**config.mk**
```make
export PLATFORM = sky130hd
export DESIGN_NAME = oobf_ctrl
export DESIGN_NICKNAME = d
export VERILOG_FILES = /design/src/rtl/oobf_pkg.sv /design/src/rtl/oobf_ctrl.sv
export VERILOG_INCLUDE_DIRS = /design/src /design/src/rtl
export SDC_FILE = /design/constraint.sdc
export NUM_CORES = 1
export LEC_CHECK = 0
export ABC_AREA = 1
export BUFFER_PORTS_ARGS = -buffer_cell sky130_fd_sc_hd__buf_2
export CAP_MARGIN = 10
export CORE_MARGIN = 2
export CORE_UTILIZATION = 45
export CTS_CLUSTER_DIAMETER = 150
export DETAILED_ROUTE_END_ITERATION = 7
export PLACE_DENSITY_LB_ADDON = 0.2
export SYNTH_ARGS = -nofsm -noshare
export SYNTH_HDL_FRONTEND = slang
export SYNTH_SLANG_ARGS = --single-unit
```
**constraint.sdc**
```tcl
create_clock -name clk_i -period 3.25 [get_ports clk_i]
set_input_delay 0.1625 -clock clk_i [delete_from_list [all_inputs] [get_ports clk_i]]
set_output_delay 0.1625 -clock clk_i [all_outputs]
set_load 0.01 [all_outputs]
```
**src/rtl/overwrite_oldest_byte_fifo_macros.svh**
```systemverilog
// Assertion macros for the RTL.
`ifndef OVERWRITE_OLDEST_BYTE_FIFO_MACROS_SVH
`define OVERWRITE_OLDEST_BYTE_FIFO_MACROS_SVH

// Check outside of reset.
`define OOBF_ASSERT(name, prop, msg) \
  name: assert property (@(posedge clk_i) disable iff (!rst_ni) prop) else $error(msg);

// Check at every edge, reset included.
`define OOBF_ASSERT_ALWAYS(name, prop, msg) \
  name: assert property (@(posedge clk_i) prop) else $error(msg);

`endif

```
**src/rtl/oobf_pkg.sv**
```systemverilog
`default_nettype none

package oobf_pkg;

  localparam int unsigned Depth  = 4096;
  localparam int unsigned AddrW  = (Depth > 1) ? $clog2(Depth) : 1;
  localparam int unsigned UsedW  = $clog2(Depth + 1);
  localparam int unsigned FillW  = 13;
  localparam int unsigned DataW  = 8;
  localparam int unsigned CountW = 32;

  typedef enum logic [1:0] {
    OpWrite = 2'd0,
    OpRead  = 2'd1,
    OpTake  = 2'd2,
    OpNop   = 2'd3
  } op_e;

  typedef struct packed {
    logic             we;
    logic [AddrW-1:0] waddr;
    logic [DataW-1:0] wdata;
    logic             re;
    logic [AddrW-1:0] raddr;
  } mem_req_t;

  typedef struct packed {
    logic              read_valid;
    logic              overwrote;
    logic [FillW-1:0]  fill_level;
    logic [CountW-1:0] dropped_taken;
    logic [CountW-1:0] dropped_all;
  } result_t;

  function automatic logic [AddrW-1:0] ptr_next(input logic [AddrW-1:0] p);
    logic [AddrW-1:0] n;
    n = (p == AddrW'(Depth - 1)) ? '0 : p + 1'b1;
    return n;
  endfunction

  function automatic logic [CountW-1:0] sat_inc(input logic [CountW-1:0] v);
    logic [CountW-1:0] n;
    n = (v == '1) ? v : v + 1'b1;
    return n;
  endfunction

endpackage

`default_nettype wire

```
**src/rtl/oobf_ctrl.sv**
```systemverilog
`default_nettype none

`include "overwrite_oldest_byte_fifo_macros.svh"

module oobf_ctrl
  import oobf_pkg::*;
(
  input  wire logic             clk_i,
  input  wire logic             rst_ni,
  input  wire logic             acc_i,
  input  wire op_e              op_i,
  input  wire logic [DataW-1:0] data_byte_i,
  output      mem_req_t         mem_o,
  output      result_t          res_o
);

  logic [AddrW-1:0]  head_q, head_d;
  logic [AddrW-1:0]  tail_q, tail_d;
  logic [UsedW-1:0]  used_q, used_d;
  logic [CountW-1:0] since_q, since_d;
  logic [CountW-1:0] total_q, total_d;
  logic              full;
  logic              empty;
  logic              wr_full;
  logic              rd_empty;

  assign full  = (used_q == UsedW'(Depth));
  assign empty = (used_q == '0);

  assign wr_full  = acc_i && (op_i == OpWrite) && full;
  assign rd_empty = acc_i && (op_i == OpRead) && empty;

  always_comb begin
    head_d  = head_q;
    tail_d  = tail_q;
    used_d  = used_q;
    since_d = since_q;
    total_d = total_q;
    mem_o   = '0;
    res_o   = '0;
    if (acc_i) begin
      case (op_i)
        OpWrite: begin
          if (full) begin
            head_d          = ptr_next(head_q);
            since_d         = sat_inc(since_q);
            total_d         = sat_inc(total_q);
            res_o.overwrote = 1'b1;
          end else begin
            used_d = used_q + 1'b1;
          end
          mem_o.we    = 1'b1;
          mem_o.waddr = tail_q;
          mem_o.wdata = data_byte_i;
          tail_d      = ptr_next(tail_q);
        end
        OpRead: begin
          if (!empty) begin
            mem_o.re         = 1'b1;
            mem_o.raddr      = head_q;
            res_o.read_valid = 1'b1;
            head_d           = ptr_next(head_q);
            used_d           = used_q - 1'b1;
          end
        end
        OpTake: begin
          since_d = '0;
        end
        default: begin
        end
      endcase
    end
    res_o.fill_level    = FillW'(used_d);
    res_o.dropped_taken = (op_i == OpTake) ? since_q : since_d;
    res_o.dropped_all   = total_d;
  end

  always_ff @(posedge clk_i or negedge rst_ni) begin
    if (!rst_ni) begin
      head_q  <= '0;
      tail_q  <= '0;
      used_q  <= '0;
      since_q <= '0;
      total_q <= '0;
    end else begin
      head_q  <= head_d;
      tail_q  <= tail_d;
      used_q  <= used_d;
      since_q <= since_d;
      total_q <= total_d;
    end
  end

  `OOBF_ASSERT(a_used_bound, used_q <= UsedW'(Depth), "fill count above depth")
  `OOBF_ASSERT(a_drop_order, since_q <= total_q, "drop count above total")
  `OOBF_ASSERT(a_full_write, wr_full |=> full, "full write changed fill")
  `OOBF_ASSERT(a_empty_read, rd_empty |=> ($stable(head_q) && empty), "empty read moved state")

endmodule

`default_nettype wire

```
Word-level counts from Yosys, hierarchy flattened
Index checks and enable logic that the tools add are counted.
{"block": "word_totals", "ff_bits": 101, "input_bits": 13, "out_inout_bits": 113, "wordCells": 52}
{"block": "classes", "n_addsub": 6, "eq_ne": 9, "muxes": 27, "reduce_logical": 5}
{"operator": "2-to-1 mux 32 bit", "n": 8}
{"operator": "2-to-1 mux 13 bit", "n": 5}
{"operator": "adder 32 x 1 -> 32 bit, second input constant", "n": 2}
{"operator": "== test 32 bit, second input constant", "n": 2}
{"operator": "case mux 32 bit (2 select lines)", "n": 1}
{"operator": "2-to-1 mux 12 bit", "n": 4}
{"operator": "2-to-1 mux 34 bit", "n": 1}
{"operator": "case mux 13 bit (2 select lines)", "n": 1}
{"operator": "adder 12 x 1 -> 12 bit, second input constant", "n": 2}
{"operator": "== test 12 bit, second input constant", "n": 2}
{"operator": "case mux 12 bit (2 select lines)", "n": 1}
{"operator": "2-to-1 mux 21 bit", "n": 1}
{"operator": "adder 13 x 1 -> 13 bit, second input constant", "n": 1}
{"operator": "== test 13 bit, second input constant", "n": 1}
{"operator": "zero test 13 bit", "n": 1}
{"operator": "subtractor 13 x 1 -> 13 bit, second input constant", "n": 1}
{"operator": "2-to-1 mux 1 bit", "n": 4}
{"operator": "!= test 2 bit, second input constant", "n": 2}
{"operator": "AND reduction 4 bit", "n": 1}
{"operator": "== test 2 x 1 -> 1 bit, second input constant", "n": 1}
{"operator": "== test 2 bit, second input constant", "n": 1}
{"operator": "zero test 2 bit", "n": 1}
{"operator": "2-to-1 mux 2 bit", "n": 1}
{"operator": "AND reduction 2 bit", "n": 1}
{"operator": "nonzero test 2 bit", "n": 1}

Logic depth before layout (Yosys ltp)
{"block": "depth", "ltp_word": 6, "ltp_mapped": 13, "depth_no_buf": 13}

Worst setup path after synthesis
OpenSTA, ideal clock, no wires.
{"block": "synth_timing", "path_kind": "reg-to-output", "start": "register used_q[0]", "end": "output port res_o[27] in the netlist's numbering", "t_arrival_ns": 1.923, "t_required_ns": 3.087, "slack_ns": 1.164, "path_stages_with_launch": 11, "path_buffers": 0, "cell_sequence": "dfrtp_1 > inv_1 > ha_1 > nand2_4 > nor2_8 > nand2_4 > nor2_4 > nand2_2 > nor2_1 > nand2_1 > xnor2_1"}
{"item": "start: declaration", "line": "oobf_ctrl.sv:19", "source": "logic [UsedW-1:0] used_q, used_d;"}
{"item": "start signal: assignment", "line": "oobf_ctrl.sv:88", "source": "used_q <= used_d;"}
{"item": "end: declaration", "line": "oobf_ctrl.sv:14", "source": "output result_t res_o"}

==> flow_summary.ini <==
[run_status]
status = finished, final reports clean

[cells_and_area]
post_route_cells_drive_above_1_share_pct = 15.13
layout.cell_area.non_filler_sq_um = 8082
finalNonFillerCells = 1351
fillers = 1522
layout.cells.most_common = sky130_fd_sc_hd__nand2_1
area.growth.synth_to_final_pct = 16.48
mostFrequentLayoutCells = 254 x sky130_fd_sc_hd__nand2_1, 164 x sky130_fd_sc_hd__inv_1, 145 x sky130_fd_sc_hd__nor2_1
n_antenna_cell = 0
nets = 1177

[worst_setup_path]
critical_path_arrival_ns = 2.77
cp-start-kind = flop
timing.critical_path.to_type = primary output
worst_ep_required_time_ns = 3.09
crit_fanout = 13
ff2ff_path_depth = 10
crit_type = reg -> out

[grt]
grt_pass1_wl_um = 31280
grt_remaining_overflow = 0
grt_pass1_vias = 6331
grt_use_total_pct = 23.68
grt_max_degree = 65
initial_antenna_violation_count = 0

[timing]
grt_setup_unrepaired = false
hold_viol = 0
setup_violations = 0
max_slew_margin_pct = 26.53
timing.final.crit_period_ns = 2.936
fin_setup_tns_ns = 0
transition_at_the_pin_with_the_smallest_max_transition_slack_ns = 1.101
finClkSkew_ns = 0.009198
finalCritPeriodShare_pct = 90.34
timing.fmax_mhz = 340.6
drv_slew = 0

[cts]
clock_root_buffer = sky130_fd_sc_hd__clkbuf_16
cts-htree-levels = 3
cts-buffers-inserted = 9
clkLatencyLatePin_ns = 0.36
tritoncts = done
ctsLongestPathBuffers = 2
postCtsSetupRepairBufs = 0
clock_sinks = 101
path_clk_slew_ns = 0.07

[synthesis]
synth_seq_area_share_pct = 36.43
synth.top_cell.area_share_pct = 36.43
mappedNetlistArea_sq_um = 6938
postSynthCellCount = 1035
mean_instance_size_in_the_synthesized_netlist_sq_um = 6.703
yosysUniqueCellTypes = 38
yosys.area.top_type = sky130_fd_sc_hd__dfrtp_1
yosys_warnings = 0
ys_ff_latch = 101
syn_nets = 1054
synth_top_cells_by_area = sky130_fd_sc_hd__dfrtp_1 36%, sky130_fd_sc_hd__nand2_1 14%, sky130_fd_sc_hd__inv_1 8.9%, sky130_fd_sc_hd__nor2_1 7.8%, sky130_fd_sc_hd__nand3_1 7.1%

[place]
post_dp_hpwl_um = 14320
postPlaceCellArea_sq_um = 7759
placement.io_buffers = 125
placedCellCount = 1334
finalWeightedCongestion = 0.9511

[die]
initial_core_utilization_pct = 45.81
num_rows = 45
io_pins = 126
floorplan.core_area_sq_um = 15150
die_x_um = 128.2
height_of_the_die_um = 128.2
dieArea_sq_um = 16430

[power]
seq_power_share_pct = 42.8
powerDensity_nw_per_um2 = 468.3
internal_power_mw = 2.389
power_switching_share_pct = 36.87
worst_ir_drop_vdd_mv = 0.2747
power.net_switching_mw = 1.396
combinationalPowerShare_pct = 26.7
clock_power_share_pct = 30.5
power.static_leakage_nw = 4.397

[detailed_routing]
ant_nets = 0
detailroute.via_count = 7014
drt_pass1_iterations = 5
viasPerCell = 5.192
totalWireLength_um = 18930
wl_per_cell_um = 14.01
drtIter0Drc = 657
drt_drc_violations_left = 0

[min_path]
min_delay_path_depth = 3
timing.hold.worst.class = in -> reg

[job]
max_cap_viols = 0
[final timing paths]
kind | start | slack [ns] | endpoint
setup / recovery | used_q[0] | 0.31 | res_o[58]
hold / removal | acc_i | 0.21 | total_q[8]
setup reg to reg | used_q[0] | 0.91 | head_q[9]
hold reg to reg | total_q[31] | 0.50 | total_q[31]
max in group asynchronous | rst_ni | 1.99 | head_q[6]
min in group asynchronous | rst_ni | 0.44 | total_q[15]
[through the flow]
stage	power, mW	hold WS, ns	util, %	setup WS [ns]
finish	3.785	0.2141	53.36	0.3138
global route	4.037	0.2284	53.36	0.1074
global placement	2.634	0.3274	51.23	0.7289
detailed placement	2.642	0.3264	51.23	0.7125
floorplan	2.330	-0.1331	-	1.164
CTS	3.821	0.1941	53.36	0.3163
[kinds of logic (layout without fill, tap and decap cells)]
logic type | after synthesis | after routing | synth area share [%]
and+or+nand+nor | 622 | 622 | 40.92
buffers and inverters | 187 | 315 | 10.46
DFF | 101 | 101 | 36.43
AOI/OAI and AO/OA | 78 | 78 | 5.933
xor gates and xnor gates | 41 | 41 | 5.176
adders and majority gates | 6 | 6 | 1.082
[cell type report]
cell class,instances,area (sq um),area share [%]
Multi-Input combinational cell,747,3685,45.60
Clock buffer,10,239.0,2.957
Timing Repair Buffer,135,705.7,8.732
Sequential cell,101,2527,31.27
Tap cell,188,235.2,2.911
Clock inverter,6,73.82,0.9135
Inverter,164,615.6,7.617
[cells in the mapped netlist]
library cell / number
sky130_fd_sc_hd__nor4_1: 3
sky130_fd_sc_hd__buf_2: 4
sky130_fd_sc_hd__o22ai_1: 2
sky130_fd_sc_hd__nor2_8: 3
sky130_fd_sc_hd__nor2_2: 9
sky130_fd_sc_hd__nand3_2: 1
sky130_fd_sc_hd__nand2_1: 254
sky130_fd_sc_hd__xnor2_1: 17
sky130_fd_sc_hd__buf_1: 1
sky130_fd_sc_hd__nand3b_1: 3
sky130_fd_sc_hd__o21bai_1: 2
sky130_fd_sc_hd__o21ai_1: 7
sky130_fd_sc_hd__buf_4: 3
sky130_fd_sc_hd__nor2_1: 145
sky130_fd_sc_hd__and3_1: 17
sky130_fd_sc_hd__nand2_4: 3
sky130_fd_sc_hd__nand2_2: 3
sky130_fd_sc_hd__dfrtp_1: 101
sky130_fd_sc_hd__clkbuf_1: 14
sky130_fd_sc_hd__a21o_1: 1
sky130_fd_sc_hd__nor3b_1: 3
sky130_fd_sc_hd__nor3_2: 2
sky130_fd_sc_hd__xor2_1: 24
sky130_fd_sc_hd__o211ai_1: 1
sky130_fd_sc_hd__and2_1: 2
sky130_fd_sc_hd__or2_2: 1
sky130_fd_sc_hd__o21a_1: 1
sky130_fd_sc_hd__o31ai_1: 1
sky130_fd_sc_hd__nor2_4: 4
sky130_fd_sc_hd__a21oi_1: 20
sky130_fd_sc_hd__nand4_1: 50
sky130_fd_sc_hd__inv_1: 164
sky130_fd_sc_hd__a31oi_1: 3
sky130_fd_sc_hd__buf_6: 1
sky130_fd_sc_hd__nand3_1: 98
sky130_fd_sc_hd__ha_1: 6
sky130_fd_sc_hd__o21ai_0: 40
sky130_fd_sc_hd__nor3_1: 21
[power groups by stage]
stage	clock network (mW)	logic [mW]	registers, mW
after global routing	1.23	1.16	1.65
after global placement	0	0.995	1.64
final	1.15	1.01	1.62
after floorplan	0	0.772	1.56
after CTS	1.19	1.01	1.62
after detailed placement	0	1.01	1.64
[worst max-delay path, stage by stage, from the launching register on]
cell and delay (ns):
sky130_fd_sc_hd__dfrtp_1 0.40, sky130_fd_sc_hd__inv_1 0.11, sky130_fd_sc_hd__ha_1 0.29, sky130_fd_sc_hd__nand2_4 0.12
sky130_fd_sc_hd__nor2_8 0.19, sky130_fd_sc_hd__nand2_4 0.13, sky130_fd_sc_hd__nor2_8 0.18, sky130_fd_sc_hd__nand2_4 0.17
sky130_fd_sc_hd__nor2_2 0.27, sky130_fd_sc_hd__nand2_1 0.08, sky130_fd_sc_hd__nand2_1 0.07, sky130_fd_sc_hd__nand2_1 0.06
sky130_fd_sc_hd__a21oi_1 0.17, sky130_fd_sc_hd__buf_2 0.17
[sequential cells by signal, indices dropped and copies added, names as in the netlist]
signal and flops:
head_q 12, since_q 32, tail_q 12, total_q 32
used_q 13
[repair_timing]
item | 4_1_cts | 5_1_grt
gates resized for setup | 0 | 0
hold endpoints to repair | 62 | 0
hold buffers | 1 | 0
[per-layer routing]
metal	global-route usage [%]	wire length, um	share of wire, %	vias up
met4	6.658	266	1.4	0
met2	37.18	8378	44	231
met5	0	0	0	-
met1	33.26	9037	48	3213
li1	-	-	-	3552
met3	4.841	1247	6.6	18
No activity file was read; power rests on OpenSTA's default activity.
